<file path="config.mk">
export PLATFORM = sky130hd
export DESIGN_NAME = ascii85_stream_encoder
export DESIGN_NICKNAME = d
export VERILOG_FILES = /design/src/rtl/core/a85_pkg.sv /design/src/rtl/core/a85_front.sv /design/src/rtl/core/a85_fifo.sv /design/src/rtl/core/a85_back.sv /design/src/rtl/core/ascii85_stream_encoder.sv
export SDC_FILE = /design/constraint.sdc
export NUM_CORES = 1
export LEC_CHECK = 0
export BUFFER_PORTS_ARGS = -buffer_cell sky130_fd_sc_hd__buf_4
export CAP_MARGIN = 10
export CORE_UTILIZATION = 65
export DETAILED_ROUTE_END_ITERATION = 10
export GPL_ROUTABILITY_DRIVEN = 0
export PLACE_DENSITY = 0.8
export RECOVER_POWER = 100
export SLEW_MARGIN = 20
export SYNTH_ARGS = -nofsm -noshare
export SYNTH_HDL_FRONTEND = slang
export SYNTH_SLANG_ARGS = --single-unit
</file>
<file path="constraint.sdc">
create_clock -name clk_i -period 7.7 [get_ports clk_i]
set_input_delay 1.155 -clock clk_i [delete_from_list [all_inputs] [get_ports clk_i]]
set_output_delay 1.155 -clock clk_i [all_outputs]
set_load 0.1 [all_outputs]
</file>
<file path="src/rtl/core/a85_pkg.sv">
// Shared types and constants for the Ascii85 stream encoder.
// No dependencies; used by every module under rtl/core.
`default_nettype none

package a85_pkg;

  localparam logic FUNC_DATA   = 1'b0;
  localparam logic FUNC_FINISH = 1'b1;

  localparam logic [7:0] CH_OFFSET = 8'h21;
  localparam logic [7:0] CH_ZGRP   = 8'h7A;
  localparam logic [7:0] CH_TILDE  = 8'h7E;
  localparam logic [7:0] CH_GT     = 8'h3E;
  localparam logic [7:0] CH_NL     = 8'h0A;

  localparam logic [6:0] ZERO_COL_LIMIT  = 7'd76;
  localparam logic [6:0] GROUP_COL_LIMIT = 7'd80;
  localparam logic [6:0] ZGRP_COLS       = 7'd1;
  localparam logic [6:0] GROUP_COLS      = 7'd5;

  localparam int unsigned NUM_DIGITS = 5;
  localparam int unsigned DIG_W      = 7;
  localparam logic [6:0]  BASE       = 7'd85;

  // floor(x / 85) == (x * RECIP) >> RECIP_SHIFT for every 32-bit x
  localparam logic [31:0] RECIP       = 32'd3233857729;
  localparam int unsigned RECIP_SHIFT = 38;
  localparam int unsigned QUO_W       = 64 - RECIP_SHIFT;

  // one conversion step per cycle: a leading divide plus one step per digit
  localparam logic [2:0] CV_STEPS = 3'd6;

  localparam int unsigned FIFO_DEPTH = 2;

  typedef struct packed {
    logic [2:0] ndig;
    logic       zgrp;
    logic       nl;
    logic       tail;
  } ctl_t;

  typedef struct packed {
    logic [31:0] value;
    ctl_t        ctl;
  } job_t;

  typedef logic [DIG_W-1:0] digit_t;

endpackage

`default_nettype wire

</file>
<file path="src/rtl/core/a85_front.sv">
// Front end: accepts input beats, packs bytes into groups, tracks the line
// column and pushes one job per group or finish. Depends on a85_pkg.
`default_nettype none

module a85_front (
  input  wire logic          clk_i,
  input  wire logic          rst_ni,
  input  wire logic          in_valid_i,
  output logic               in_ready_o,
  input  wire logic          func_i,
  input  wire logic [7:0]    data_byte_i,
  input  wire logic          full_i,
  output logic               push_o,
  output a85_pkg::job_t      job_o
);

  logic [23:0] acc_q, acc_d;
  logic [1:0]  cnt_q, cnt_d;
  logic [6:0]  col_q, col_d;
  logic [31:0] word;
  logic [6:0]  col_sum;
  logic        accept;

  assign in_ready_o = !full_i;
  assign accept     = in_valid_i && !full_i;
  assign word       = {acc_q, data_byte_i};

  always_comb begin
    acc_d        = acc_q;
    cnt_d        = cnt_q;
    col_d        = col_q;
    push_o       = 1'b0;
    col_sum      = col_q;
    job_o.value  = word;
    job_o.ctl    = '0;
    if (accept) begin
      if (func_i == a85_pkg::FUNC_FINISH) begin
        push_o         = 1'b1;
        job_o.ctl.tail = 1'b1;
        case (cnt_q)
          2'd1: begin
            job_o.value    = {acc_q[7:0], 24'd0};
            job_o.ctl.ndig = 3'd2;
          end
          2'd2: begin
            job_o.value    = {acc_q[15:0], 16'd0};
            job_o.ctl.ndig = 3'd3;
          end
          2'd3: begin
            job_o.value    = {acc_q[23:0], 8'd0};
            job_o.ctl.ndig = 3'd4;
          end
          default: begin
            job_o.ctl.ndig = 3'd0;
          end
        endcase
        acc_d = '0;
        cnt_d = '0;
        col_d = '0;
      end else if (cnt_q == 2'd3) begin
        push_o = 1'b1;
        if (word == 32'd0) begin
          job_o.ctl.zgrp = 1'b1;
          col_sum        = col_q + a85_pkg::ZGRP_COLS;
          job_o.ctl.nl   = (col_sum >= a85_pkg::ZERO_COL_LIMIT);
        end else begin
          job_o.ctl.ndig = 3'(a85_pkg::NUM_DIGITS);
          col_sum        = col_q + a85_pkg::GROUP_COLS;
          job_o.ctl.nl   = (col_sum >= a85_pkg::GROUP_COL_LIMIT);
        end
        col_d = job_o.ctl.nl ? 7'd0 : col_sum;
        acc_d = '0;
        cnt_d = '0;
      end else begin
        acc_d = {acc_q[15:0], data_byte_i};
        cnt_d = cnt_q + 2'd1;
      end
    end
  end

  always_ff @(posedge clk_i or negedge rst_ni) begin
    if (!rst_ni) begin
      acc_q <= '0;
      cnt_q <= '0;
      col_q <= '0;
    end else begin
      acc_q <= acc_d;
      cnt_q <= cnt_d;
      col_q <= col_d;
    end
  end

endmodule

`default_nettype wire

</file>
<file path="src/rtl/core/a85_fifo.sv">
// Two-entry job queue between the front end and the back end.
// Depends on a85_pkg for the job type and depth.
`default_nettype none

module a85_fifo (
  input  wire logic          clk_i,
  input  wire logic          rst_ni,
  input  wire logic          push_i,
  input  wire a85_pkg::job_t job_i,
  output logic               full_o,
  input  wire logic          pop_i,
  output logic               avail_o,
  output a85_pkg::job_t      job_o
);

  a85_pkg::job_t mem_q [a85_pkg::FIFO_DEPTH];
  logic          wptr_q, wptr_d;
  logic          rptr_q, rptr_d;
  logic [1:0]    cnt_q, cnt_d;
  logic          do_push, do_pop;

  assign full_o  = (cnt_q == 2'(a85_pkg::FIFO_DEPTH));
  assign avail_o = (cnt_q != 2'd0);
  assign job_o   = mem_q[rptr_q];
  assign do_push = push_i && !full_o;
  assign do_pop  = pop_i && avail_o;

  always_comb begin
    wptr_d = do_push ? !wptr_q : wptr_q;
    rptr_d = do_pop ? !rptr_q : rptr_q;
    cnt_d  = cnt_q + 2'(do_push) - 2'(do_pop);
  end

  always_ff @(posedge clk_i) begin
    if (do_push) begin
      mem_q[wptr_q] <= job_i;
    end
  end

  always_ff @(posedge clk_i or negedge rst_ni) begin
    if (!rst_ni) begin
      wptr_q <= 1'b0;
      rptr_q <= 1'b0;
      cnt_q  <= '0;
    end else begin
      wptr_q <= wptr_d;
      rptr_q <= rptr_d;
      cnt_q  <= cnt_d;
    end
  end

endmodule

`default_nettype wire

</file>
<file path="src/rtl/core/a85_back.sv">
// Back end: turns a job's group into base-85 digits by reciprocal multiply,
// then emits its characters one beat per cycle while ready. Depends on a85_pkg.
`default_nettype none

module a85_back (
  input  wire logic          clk_i,
  input  wire logic          rst_ni,
  input  wire a85_pkg::job_t job_i,
  input  wire logic          avail_i,
  output logic               pop_o,
  output logic               out_valid_o,
  input  wire logic          out_ready_i,
  output logic [7:0]         out_char_o,
  output logic               last_char_o
);

  // conversion stage
  logic                 cv_full_q, cv_full_d;
  logic [2:0]           cv_cnt_q, cv_cnt_d;
  a85_pkg::ctl_t        cv_ctl_q;
  logic [31:0]          x_q;
  logic [31:0]          prev_q;
  a85_pkg::digit_t      cv_dig_q [a85_pkg::NUM_DIGITS];
  logic [63:0]          prod;
  logic [31:0]          x_next;
  a85_pkg::digit_t      rem;
  logic                 cv_run;
  logic                 cv_done;

  // emit stage
  logic                 em_full_q, em_full_d;
  logic [2:0]           pos_q, pos_d;
  a85_pkg::ctl_t        em_ctl_q;
  a85_pkg::digit_t      em_dig_q [a85_pkg::NUM_DIGITS];
  logic [3:0]           em_len;
  logic [2:0]           tail_pos;
  logic                 em_fire;
  logic                 em_load;

  assign prod   = {32'd0, x_q} * {32'd0, a85_pkg::RECIP};
  assign x_next = 32'(prod[63:a85_pkg::RECIP_SHIFT]);
  assign rem    = prev_q[a85_pkg::DIG_W-1:0]
                - a85_pkg::digit_t'(x_q[a85_pkg::DIG_W-1:0] * a85_pkg::BASE);

  assign cv_run  = cv_full_q && (cv_ctl_q.ndig != 3'd0) && (cv_cnt_q != a85_pkg::CV_STEPS);
  assign cv_done = cv_full_q && !cv_run;

  assign em_len = 4'(em_ctl_q.zgrp) + 4'(em_ctl_q.ndig) + 4'(em_ctl_q.nl)
                + (em_ctl_q.tail ? 4'd3 : 4'd0);
  assign last_char_o = ({1'b0, pos_q} == (em_len - 4'd1));
  assign out_valid_o = em_full_q;
  assign em_fire     = em_full_q && out_ready_i;
  assign em_load     = cv_done && (!em_full_q || (em_fire && last_char_o));
  assign pop_o       = avail_i && (!cv_full_q || em_load);
  assign tail_pos    = pos_q - em_ctl_q.ndig;

  always_comb begin
    if (em_ctl_q.zgrp) begin
      out_char_o = (pos_q == 3'd0) ? a85_pkg::CH_ZGRP : a85_pkg::CH_NL;
    end else if (pos_q < em_ctl_q.ndig) begin
      out_char_o = 8'(em_dig_q[pos_q]) + a85_pkg::CH_OFFSET;
    end else if (em_ctl_q.tail) begin
      case (tail_pos)
        3'd0:    out_char_o = a85_pkg::CH_TILDE;
        3'd1:    out_char_o = a85_pkg::CH_GT;
        default: out_char_o = a85_pkg::CH_NL;
      endcase
    end else begin
      out_char_o = a85_pkg::CH_NL;
    end
  end

  always_comb begin
    cv_full_d = cv_full_q;
    cv_cnt_d  = cv_cnt_q;
    em_full_d = em_full_q;
    pos_d     = pos_q;
    if (pop_o) begin
      cv_full_d = 1'b1;
      cv_cnt_d  = '0;
    end else if (em_load) begin
      cv_full_d = 1'b0;
    end else if (cv_run) begin
      cv_cnt_d = cv_cnt_q + 3'd1;
    end
    if (em_load) begin
      em_full_d = 1'b1;
      pos_d     = '0;
    end else if (em_fire) begin
      if (last_char_o) begin
        em_full_d = 1'b0;
      end else begin
        pos_d = pos_q + 3'd1;
      end
    end
  end

  always_ff @(posedge clk_i) begin
    if (pop_o) begin
      x_q      <= job_i.value;
      cv_ctl_q <= job_i.ctl;
    end else if (cv_run) begin
      x_q    <= x_next;
      prev_q <= x_q;
      // digits arrive least significant first: shift toward the high end
      if (cv_cnt_q != 3'd0) begin
        cv_dig_q[0] <= rem;
        for (int i = 1; i < a85_pkg::NUM_DIGITS; i++) begin
          cv_dig_q[i] <= cv_dig_q[i-1];
        end
      end
    end
    if (em_load) begin
      em_ctl_q <= cv_ctl_q;
      em_dig_q <= cv_dig_q;
    end
  end

  always_ff @(posedge clk_i or negedge rst_ni) begin
    if (!rst_ni) begin
      cv_full_q <= 1'b0;
      cv_cnt_q  <= '0;
      em_full_q <= 1'b0;
      pos_q     <= '0;
    end else begin
      cv_full_q <= cv_full_d;
      cv_cnt_q  <= cv_cnt_d;
      em_full_q <= em_full_d;
      pos_q     <= pos_d;
    end
  end

endmodule

`default_nettype wire

</file>
<file path="src/rtl/core/ascii85_stream_encoder.sv">
// Ascii85 stream encoder top level: front end, job queue, back end.
// Depends on a85_pkg, a85_front, a85_fifo and a85_back.
//
//   channel | direction | handshake              | payload
//   --------+-----------+------------------------+---------------------------
//   in      | sink      | in_valid_i/in_ready_o  | func_i, data_byte_i
//   out     | source    | out_valid_o/out_ready_i| out_char_o, last_char_o
//
// Input beats are taken one per cycle while the two-entry job queue has room.
// A nonzero group runs through the shared divide-by-85 multiplier loop, then
// hands over to the emit stage; conversion overlaps with emission of the
// previous job, so the back end takes in a new group before the characters
// of the last one are all out.
// Reset clears the control state at once; data registers are not reset. A stalled output holds
// the emit stage, then conversion, then the queue, then the input.
`default_nettype none

module ascii85_stream_encoder (
  input  wire logic       clk_i,
  input  wire logic       rst_ni,
  input  wire logic       in_valid_i,
  output logic            in_ready_o,
  input  wire logic       func_i,
  input  wire logic [7:0] data_byte_i,
  output logic            out_valid_o,
  input  wire logic       out_ready_i,
  output logic [7:0]      out_char_o,
  output logic            last_char_o
);

  a85_pkg::job_t push_job;
  a85_pkg::job_t pop_job;
  logic          push;
  logic          full;
  logic          pop;
  logic          avail;

  a85_front u_front (
    .clk_i       (clk_i),
    .rst_ni      (rst_ni),
    .in_valid_i  (in_valid_i),
    .in_ready_o  (in_ready_o),
    .func_i      (func_i),
    .data_byte_i (data_byte_i),
    .full_i      (full),
    .push_o      (push),
    .job_o       (push_job)
  );

  a85_fifo u_fifo (
    .clk_i   (clk_i),
    .rst_ni  (rst_ni),
    .push_i  (push),
    .job_i   (push_job),
    .full_o  (full),
    .pop_i   (pop),
    .avail_o (avail),
    .job_o   (pop_job)
  );

  a85_back u_back (
    .clk_i       (clk_i),
    .rst_ni      (rst_ni),
    .job_i       (pop_job),
    .avail_i     (avail),
    .pop_o       (pop),
    .out_valid_o (out_valid_o),
    .out_ready_i (out_ready_i),
    .out_char_o  (out_char_o),
    .last_char_o (last_char_o)
  );

endmodule

`default_nettype wire

</file>
Word level (Yosys, flattened, before mapping):

Memory sizes are Yosys's and may differ from the RTL's.
Cells that the tools add are included.

* flip-flop bits (word level): 166
* memory bits (writable): 76
* bits of input ports: 13
* output and inout bits: 11
* logic and storage cells: 146
* memories kept: 1

Memories
* u_fifo.mem_q: words 2, width 38, rd ports 1, clocked after memory_dff 0, write ports 1, RTL line a85_fifo.sv:16 `a85_pkg::job_t mem_q [a85_pkg::FIFO_DEPTH];`

* $add $sub $neg: 14
* $mul: 2
* magnitude comparators: 4
* equal/unequal tests: 9
* muxes and demuxes: 49
* bitwise gates (word level): 2
* reductions and logical operators: 35

Operator list (number)
* 32-bit two-way mux: 3
* 32-bit one-hot mux with 3 select lines: 1
* 32-bit by 32-bit multiplier with 64-bit output (second input constant): 1
* 7-bit two-way mux: 8
* 24-bit two-way mux: 2
* 38-bit two-way mux: 1
* 32-bit logical NOT: 1
* 3-bit two-way mux: 8
* 7-bit binary-select mux with 3-bit select: 1
* 1-bit two-way mux: 16
* 8-bit two-way mux: 2
* 7-bit >= comparator (second input constant): 2
* 7-bit one-hot mux with 2 select lines: 1
* 2-bit nonzero test: 6
* 1-bit logical AND: 10
* 2-bit AND reduction: 5
* 3-bit one-hot mux with 3 select lines: 1
* 7-bit by 6-bit adder with 8-bit output (second input constant): 1
* 2-bit two-way mux: 4
* 7-bit by 1-bit adder with 7-bit output (second input constant): 1
* 7-bit by 3-bit adder with 7-bit output (second input constant): 1
* 7-bit by 7-bit multiplier with 7-bit output (second input constant): 1
* 7-bit subtractor: 1
* 3-bit by 1-bit adder with 3-bit output (second input constant): 2
* other kinds (24): 35

Logic depth before layout (Yosys ltp):

Gate-level depths: netlist of the first run.

* depth in word-level cells: 12
* mapped depth: 24
* mapped depth without buffers: 23

By module:

From an unflattened synthesis of the first run, not the netlist that was laid out.

* cells, all modules: 1828
* area total of the unflattened synthesis: 20995.1 um^2

By module, submodules not included
* a85_back: instances 1, cells each 1476, area each 15950.3 um^2, seq. area each 3833.7 um^2
* a85_fifo: instances 1, cells each 136, area each 2991.6 um^2, seq. area each 2382.3 um^2
* a85_front: instances 1, cells each 216, area each 2053.2 um^2, seq. area each 825.8 um^2

Worst setup path before layout of the first run:

No wires, ideal clock.

* path type: reg-to-reg
* start: reg u_back.em_ctl_q[2] in the netlist's numbering
* end: reg u_back.em_ctl_q[0] in the netlist's numbering, enable pin
* data arrival time: 6.191 ns
* required time: 7.256 ns
* path slack: 1.065 ns
* stages on the path, launching flop included: 11
* buffers on the path: 0
* period minus slack after synthesis: 6.635 ns
* path through: edfxtp_1 inv_1 ha_1 fa_1 inv_1 fa_1 xnor2_1 nand3_1 nor3_1 a21boi_1 nor2_1

* longest elaborated chain between the ends: 8

Ends and longest elaborated chain
* start, declared: RTL line a85_back.sv:33 `a85_pkg::ctl_t em_ctl_q;`
* start signal, assigned: RTL line a85_back.sv:114 `em_ctl_q <= cv_ctl_q;`
* 1-bit by 3-bit adder with 4-bit output: RTL line a85_back.sv:48 `assign em_len = 4'(em_ctl_q.zgrp) + 4'(em_ctl_q.ndig) + 4'(em_ctl_q.nl)`
* 4-bit by 1-bit adder with 4-bit output: RTL line a85_back.sv:48
* 4-bit adder: RTL line a85_back.sv:49 `+ (em_ctl_q.tail ? 4'd3 : 4'd0);`
* 4-bit by 1-bit subtractor with 4-bit output: RTL line a85_back.sv:50 `assign last_char_o = ({1'b0, pos_q} == (em_len - 4'd1));`
* 3-bit by 4-bit == test with 1-bit output: RTL line a85_back.sv:50
* net last_char_o: RTL line ascii85_stream_encoder.sv:28 `output logic last_char_o`
* 1-bit logical AND: RTL line a85_back.sv:53 `assign em_load = cv_done && (!em_full_q || (em_fire && last_char_o));`
* 1-bit logical OR: RTL line a85_back.sv:53
* 1-bit logical AND: RTL line a85_back.sv:53

The timed path passes the listed nets, and every way through them passes these cells.
A chain may end at the register's enable or synchronous reset.

Worst setup path in the final report of the first run:

* start: reg u_back.x_q[10]
* end: reg u_back.x_q[19] (data pin)

* longest elaborated chain between the ends: 3

Ends and longest elaborated chain
* start, declared: RTL line a85_back.sv:21 `logic [31:0] x_q;`
* start signal, assigned: RTL line a85_back.sv:100 `x_q <= job_i.value;`
* start signal, assigned: RTL line a85_back.sv:103 `x_q <= x_next;`
* 32-bit by 32-bit multiplier with 64-bit output: RTL line a85_back.sv:40 `assign prod = {32'd0, x_q} * {32'd0, a85_pkg::RECIP};`
* 32-bit two-way mux: RTL line a85_back.sv:102 `end else if (cv_run) begin`
* 32-bit two-way mux: RTL line a85_back.sv:99 `if (pop_o) begin`

Every way passes these cells. The select of a mux whose other input is x is not followed.

==> impl_metrics.json, run 1 <==
{
  "cts_setup_buffers": 0,
  "cp_top_family": "adder cells",
  "ff2ff_path_depth": 21,
  "cts_resized": 0,
  "setup_tns_ns": 0,
  "wirelength_um": 48600,
  "cts_tree": "yes",
  "grt_max_degree": 46,
  "cts_buffers": 24,
  "start_util_pct": 66.2,
  "ys_top_cells_by_area": "edfxtp_1, ha_1, fa_1, inv_1, dfrtp_1",
  "postCtsHoldBufs": 0,
  "min_from": "u_back.cv_ctl_q[1]$_DFFE_PP_",
  "cts_buffer_depth": 3,
  "crit_top_cell": "fa_1",
  "dpl.hpwl_um": 38500,
  "rows": 65,
  "grt_pass1_wl_um": 77200,
  "cp.depth": 21,
  "r2r_end": "u_back.x_q[19]$_DFFE_PP_",
  "die_h_um": 181,
  "netlist_instances": 1858,
  "cp_num_buf_inv": 2,
  "r2r_slack_ns": 0.35,
  "synth_area_leader_cell": "edfxtp_1",
  "cts.sinks": 242,
  "drive_gt1_share_pct": 4.24,
  "max_freq_mhz": 136,
  "die_x_um": 181,
  "synth_cell_types": 77,
  "yosysWarnings": 0,
  "cts-root-buf": "clkbuf_16",
  "drv_slew": 207,
  "clk_latency_ns": 0.54,
  "wire_per_inst_um": 21.2,
  "yosysSeqAreaShare_pct": 33.7,
  "finalClockSkew_ns": 0.0305,
  "cp_cell_sequence": "ha_1, ha_1, fa_1, fa_1, inv_1, fa_1, fa_1, fa_1, inv_1, ha_1, ha_1, a21oi_1, o211ai_1, a21oi_1, nand3_1, o31ai_2, or3_1, nand2_1, a31oi_1, xor2_1, o21ai_0",
  "critical_path_class": "reg -> reg",
  "outcome": "complete, but fails checks",
  "dieArea_um2": 32900,
  "grt-ovfl-total": 0,
  "num_antenna_cells": 0,
  "dr.pass1.iters": 9,
  "period_minus_slack_ns": 7.35,
  "vias": 14081,
  "critPathMaxFanout": 8,
  "ios": 24,
  "slew_headroom_pct": -73.9,
  "critPathLaunchType": "register",
  "slowest_stage": "edfxtp_1",
  "syn_area_um2": 20900,
  "violations": "max-capacitance violations, max-slew violations",
  "crit_arrival_ns": 7.57,
  "max-cap-violations": 7,
  "tightestPinTransition_ns": 2.61,
  "worstHoldEndpoint": "u_back.em_ctl_q[1]$_DFFE_PP_",
  "syn_area_per_cell_um2": 11.2,
  "vias_per_cell": 6.15,
  "globalRouteTotalUtil_pct": 30.4,
  "seqCellArea_um2": 7040,
  "crit_required_ns": 7.92,
  "syn_to_final_growth_pct": 5.92,
  "grt_pass1_vias": 14555,
  "synth.top_cell.area_share_pct": 28.3,
  "synth_edf_count": 197,
  "nets": 2406,
  "async_reset_ff_share_pct": 18.6,
  "ys.flop_type": "edfxtp_1",
  "drc": 0,
  "setup_violations": 0,
  "drt_iter0_drc": 1128,
  "multi_input_area_um2": 12200,
  "cp-end-kind": "register",
  "ys_ff_latch": 242,
  "finalHoldViolCount": 0,
  "clkTransAtPathRegs_ns": 0.07,
  "timing.rr.start": "u_back.x_q[10]$_DFFE_PP_",
  "rsz0062_at_grt": "false",
  "antenna_found_initial": 0,
  "drtAntennaViolNets": 0,
  "synth_nets": 2394,
  "slowest_delay_ns": 0.60,
  "fin_crit_sh_pct": 95.4,
  "core-area_um2": 31600,
  "port_buffers": 23,
  "min_path_cells": 0,
  "fillCellCount": 2202,
  "cts_max_level": 1,
  "hold_class": "reg -> reg"
}
[cells in the final DEF (no fill, tap or decap), types with 18 or more instances in the layout]
cell,netlist,layout
inv_1,368,368
ha_1,349,349
edfxtp_1,197,197
fa_1,174,174
a21oi_1,87,87
nand2_1,73,73
nor2_1,62,62
o21ai_0,53,56
dfrtp_1,45,45
xnor2_1,41,41
mux2i_1,36,36
a22o_1,32,32
nand3_1,28,28
clkbuf_1,33,27
clkbuf_16,0,24
xor2_1,21,21
a21o_1,20,20
nor2b_1,18,18
[area by class of cell]
cell class              count  area share (%)
clock buffers              32            2.99
flip-flops and latches    242            31.8
repair buffers             33           0.746
well taps                 402            2.27
multi-input cells        1201            55.2
inverters                 368            6.24
clock inverters            12           0.718
[metrics by stage]
step           setup slack [ns]  utilization (%)  hold WS, ns  instances  instance area [um^2]
6_report                  0.350             70.1        0.418       2290                 22100
5_1_grt                  0.0443             70.1        0.430       2290                 22100
4_1_cts                   0.568             70.5        0.421       2286                 22200
3_5_place_dp              0.603             67.9        0.406       2242                 21400
3_3_place_gp              0.665             67.9        0.401       2242                 21400
2_1_floorplan              1.06                -        0.400       1858                 20900
[per-layer routing]
layer,track usage (%),up-vias,wire length (um)
li1,-,6377,-
met1,41.3,7042,19900
met2,50.1,542,23400
met3,4.52,120,3350
met4,10.7,0,2010
met5,0,-,0
[worst max path at each step]
stage                                 startpoint                      endpoint  slack, ns
global placement        u_back.x_q[10]$_DFFE_PP_      u_back.x_q[19]$_DFFE_PP_       0.67
detailed placement      u_back.x_q[10]$_DFFE_PP_      u_back.x_q[19]$_DFFE_PP_       0.60
floorplan           u_back.em_ctl_q[2]$_DFFE_PP_  u_back.em_ctl_q[0]$_DFFE_PP_       1.06
global route             u_back.x_q[4]$_DFFE_PP_      u_back.x_q[21]$_DFFE_PP_       0.04
CTS                     u_back.x_q[10]$_DFFE_PP_      u_back.x_q[19]$_DFFE_PP_       0.57
finish                  u_back.x_q[10]$_DFFE_PP_      u_back.x_q[19]$_DFFE_PP_       0.35
[sequential cells by signal, summed over array words and instances (netlist names), 2 cells and up]
signal,flops
u_back.cv_cnt_q,3
u_back.cv_ctl_q,6
u_back.cv_dig_q,35
u_back.em_ctl_q,6
u_back.em_dig_q,35
u_back.pos_q,3
u_back.prev_q,7
u_back.x_q,32
u_fifo.cnt_q,2
u_fifo.mem_q,76
u_front.acc_q,24
u_front.cnt_q,2
u_front.col_q,7
[cells by family (layout without fill, tap and decap cells)]
kind of cell,count (synthesis),after routing,synth area share (%)
fa+ha+maj,525,525,37.7
buf+inv,415,445,7.74
compound gates,295,295,9.55
simple gates,274,274,6.47
flops,242,242,33.7
xor+xnor,62,62,2.60
mux,45,45,2.26
[worst reg2reg max path, stage by stage (launching register included)]
cell and delay [ns]:
edfxtp_1 0.60, ha_1 0.36, ha_1 0.34, fa_1 0.49, fa_1 0.60, inv_1 0.08, fa_1 0.50, fa_1 0.52
fa_1 0.56, inv_1 0.05, ha_1 0.29, ha_1 0.43, a21oi_1 0.24, o211ai_1 0.15, a21oi_1 0.26, nand3_1 0.12
o31ai_2 0.52, or3_1 0.24, nand2_1 0.06, a31oi_1 0.21, xor2_1 0.29, o21ai_0 0.12
[cells in the mapped netlist (all sizes together) (5+ instances only)]
library cell    n
inv           368
ha            349
edfxtp        197
fa            174
a21oi          88
nand2          73
nor2           62
o21ai          59
dfrtp          45
xnor2          41
mux2i          36
clkbuf         35
a22o           32
nand3          29
a21o           24
and2           21
xor2           21
nor2b          18
nand4          17
a211oi         11
buf            11
nor4           11
nand2b         10
nor3           10
o31ai           9
a22oi           8
mux2            8
o211ai          8
o21bai          8
or3             8
o22ai           7
and3            6
o21a            6
a311oi          5
Power of run 1 is left out: the tool's default activity adds up to more than one toggle a clock period on the data nets, which glitch-free logic cannot reach.
==> run 2: changes to the inputs <==
--- a/config.mk
+++ b/config.mk
@@ -5,6 +5,7 @@
 export SDC_FILE = /design/constraint.sdc
 export NUM_CORES = 1
 export LEC_CHECK = 0
+export ABC_AREA = 1
 export BUFFER_PORTS_ARGS = -buffer_cell sky130_fd_sc_hd__buf_4
 export CAP_MARGIN = 10
 export CORE_UTILIZATION = 65
==> impl_metrics.json, run 2 <==
{
  "postCtsHoldBufs": 0,
  "crit_top_cell": "ha_1",
  "cp_cell_sequence": "ha_1, ha_1, fa_1, fa_1, inv_1, fa_1, fa_1, inv_1, ha_1, ha_1, ha_1, a21oi_1, o21ai_0, a21oi_1, nand2_1, a21oi_1, nand3_1, nand3_1, nand2_1",
  "grt-ovfl-total": 0,
  "vias": 17163,
  "max_freq_mhz": 149,
  "drt_iter0_drc": 1927,
  "finalClockSkew_ns": 0.0238,
  "crit_arrival_ns": 6.98,
  "drtAntennaViolNets": 0,
  "rsz0062_at_grt": "false",
  "top_register": "u_fifo.mem_q",
  "synth_commonest_cells": "inv_1, nand2_1, ha_1",
  "synth.top_cell.area_share_pct": 26.7,
  "cp_num_buf_inv": 2,
  "wirelength_um": 57800,
  "outcome": "complete, but fails checks",
  "start_util_pct": 66.0,
  "netlist_instances": 2435,
  "fin_crit_sh_pct": 87.4,
  "yosysWarnings": 0,
  "cts_resized": 0,
  "grt_pass1_vias": 17592,
  "hold_class": "reg -> reg",
  "yosysSeqAreaShare_pct": 31.8,
  "antenna_found_initial": 2,
  "synth_cell_types": 44,
  "synth_nets": 2971,
  "globalRouteTotalUtil_pct": 34.3,
  "ys_ff_latch": 242,
  "ys.flop_type": "edfxtp_1",
  "fillCellCount": 2505,
  "wire_per_inst_um": 19.7,
  "cts_buffers": 26,
  "ios": 24,
  "num_antenna_cells": 0,
  "synth_edf_count": 197,
  "slowest_delay_ns": 0.59,
  "dieArea_um2": 34800,
  "seqCellArea_um2": 7040,
  "largest_reg_flops": 76,
  "cp-end-kind": "register",
  "nets": 3002,
  "cts_setup_buffers": 0,
  "drive_gt1_share_pct": 2.21,
  "violations": "max-capacitance violations, max-slew violations",
  "largest_registers": "u_fifo.mem_q: 76 flops, u_back.cv_dig_q: 35 flops, u_back.em_dig_q: 35 flops",
  "syn_to_final_growth_pct": 6.28,
  "cts_max_level": 1,
  "async_reset_ff_share_pct": 18.6,
  "period_minus_slack_ns": 6.73,
  "port_buffers": 23,
  "synth_area_leader_cell": "edfxtp_1",
  "crit_required_ns": 7.95,
  "dr.pass1.iters": 8,
  "slew_headroom_pct": -108,
  "tightestPinTransition_ns": 3.10,
  "ys_top_cells_by_area": "edfxtp_1, ha_1, fa_1, inv_1, nand2_1",
  "grt_pass1_wl_um": 92900,
  "dpl.hpwl_um": 46900,
  "cts.sinks": 242,
  "cts_tree": "yes",
  "rows": 67,
  "syn_area_per_cell_um2": 9.09,
  "clkTransAtPathRegs_ns": 0.08,
  "setup_violations": 0,
  "core-area_um2": 33500,
  "synth_most_common_cell": "inv_1",
  "critPathMaxFanout": 4,
  "die_x_um": 187,
  "final_common_cell": "inv_1",
  "finalHoldViolCount": 0,
  "slowest_stage": "edfxtp_1",
  "max-cap-violations": 5,
  "mostFrequentLayoutCells": "inv_1, nand2_1, ha_1, edfxtp_1, fa_1",
  "grt_max_degree": 46,
  "vias_per_cell": 5.85,
  "fin_util_pct": 70.2,
  "setup_tns_ns": 0,
  "cts_buffer_depth": 3,
  "critical_path_class": "reg -> reg",
  "syn_area_um2": 22100,
  "drv_slew": 195,
  "multi_input_area_um2": 12800,
  "die_h_um": 187,
  "clk_latency_ns": 0.56,
  "drc": 0,
  "cp_top_family": "adder cells",
  "cts-root-buf": "clkbuf_16",
  "critPathLaunchType": "register"
}
==> run 2: cells by family after synthesis <==
family | synth area share, %
mux | 0.0904
simple gates | 15.1
fa+ha+maj | 35.5
compound gates | 5.88
xor+xnor | 1.66
buf+inv | 10.0
flops | 31.8
==> run 2: stage by stage <==
| step | hold WS, ns | worst slack (ns) | std cells | instance area, um^2 |
|---|---|---|---|---|
| 2_1_floorplan | 0.400 | 2.14 | 2435 | 22100 |
| 3_3_place_gp | 0.401 | 1.37 | 2884 | 22800 |
| 3_5_place_dp | 0.408 | 1.30 | 2884 | 22800 |
| 4_1_cts | 0.424 | 1.27 | 2932 | 23700 |
| 5_1_grt | 0.431 | 0.715 | 2934 | 23500 |
| 6_report | 0.420 | 0.969 | 2934 | 23500 |
==> run 2: routing by layer <==
| layer | vias up | track usage [%] | part of all wire (%) | routed length [um] |
|---|---|---|---|---|
| li1 | 7892 | - | - | - |
| met1 | 8148 | 45.8 | 40 | 23100 |
| met2 | 884 | 55.0 | 46 | 26400 |
| met3 | 235 | 5.44 | 8.6 | 4960 |
| met4 | 4 | 16.3 | 5.8 | 3370 |
| met5 | - | 0 | 0.050 | 29 |
==> run 2: path summary, 6_finish.rpt <==
kind	to	cells after the start	startpoint	slack [ns]
worst max-delay path	u_back.x_q[22]$_DFFE_PP_	19	u_back.x_q[12]$_DFFE_PP_	0.97
min in group asynchronous	u_back.pos_q[2]$_DFFE_PN0P_	1	rst_ni	1.34
max in group asynchronous	u_front.acc_q[15]$_DFFE_PN0P_	1	rst_ni	4.94
worst min-delay path	u_back.em_dig_q[1]$_DFFE_PP_	0	u_back.cv_dig_q[1]$_DFFE_PP_	0.42
worst min register to register	u_back.em_dig_q[1]$_DFFE_PP_	0	u_back.cv_dig_q[1]$_DFFE_PP_	0.42
worst max register to register	u_back.x_q[22]$_DFFE_PP_	19	u_back.x_q[12]$_DFFE_PP_	0.97
==> run 2: final cells by class <==
cell class / instances / area share (%)
Tap cell: 448 / 2.38
Clock inverter: 14 / 0.681
Inverter: 553 / 8.83
Multi-Input combinational cell: 1613 / 54.5
Timing Repair Buffer: 30 / 0.654
Sequential cell: 242 / 29.9
Clock buffer: 34 / 2.98
==> run 2: worst reg2reg max path, stage by stage, from the launching register on <==
cell      delay, ns
edfxtp_1       0.59
ha_1           0.40
ha_1           0.34
fa_1           0.49
fa_1           0.53
inv_1          0.09
fa_1           0.49
fa_1           0.56
inv_1          0.05
ha_1           0.29
ha_1           0.30
ha_1           0.40
a21oi_1        0.55
o21ai_0        0.26
a21oi_1        0.26
nand2_1        0.14
a21oi_1        0.25
nand3_1        0.11
nand3_1        0.10
nand2_1        0.24
Power of run 2 is left out for the same reason.
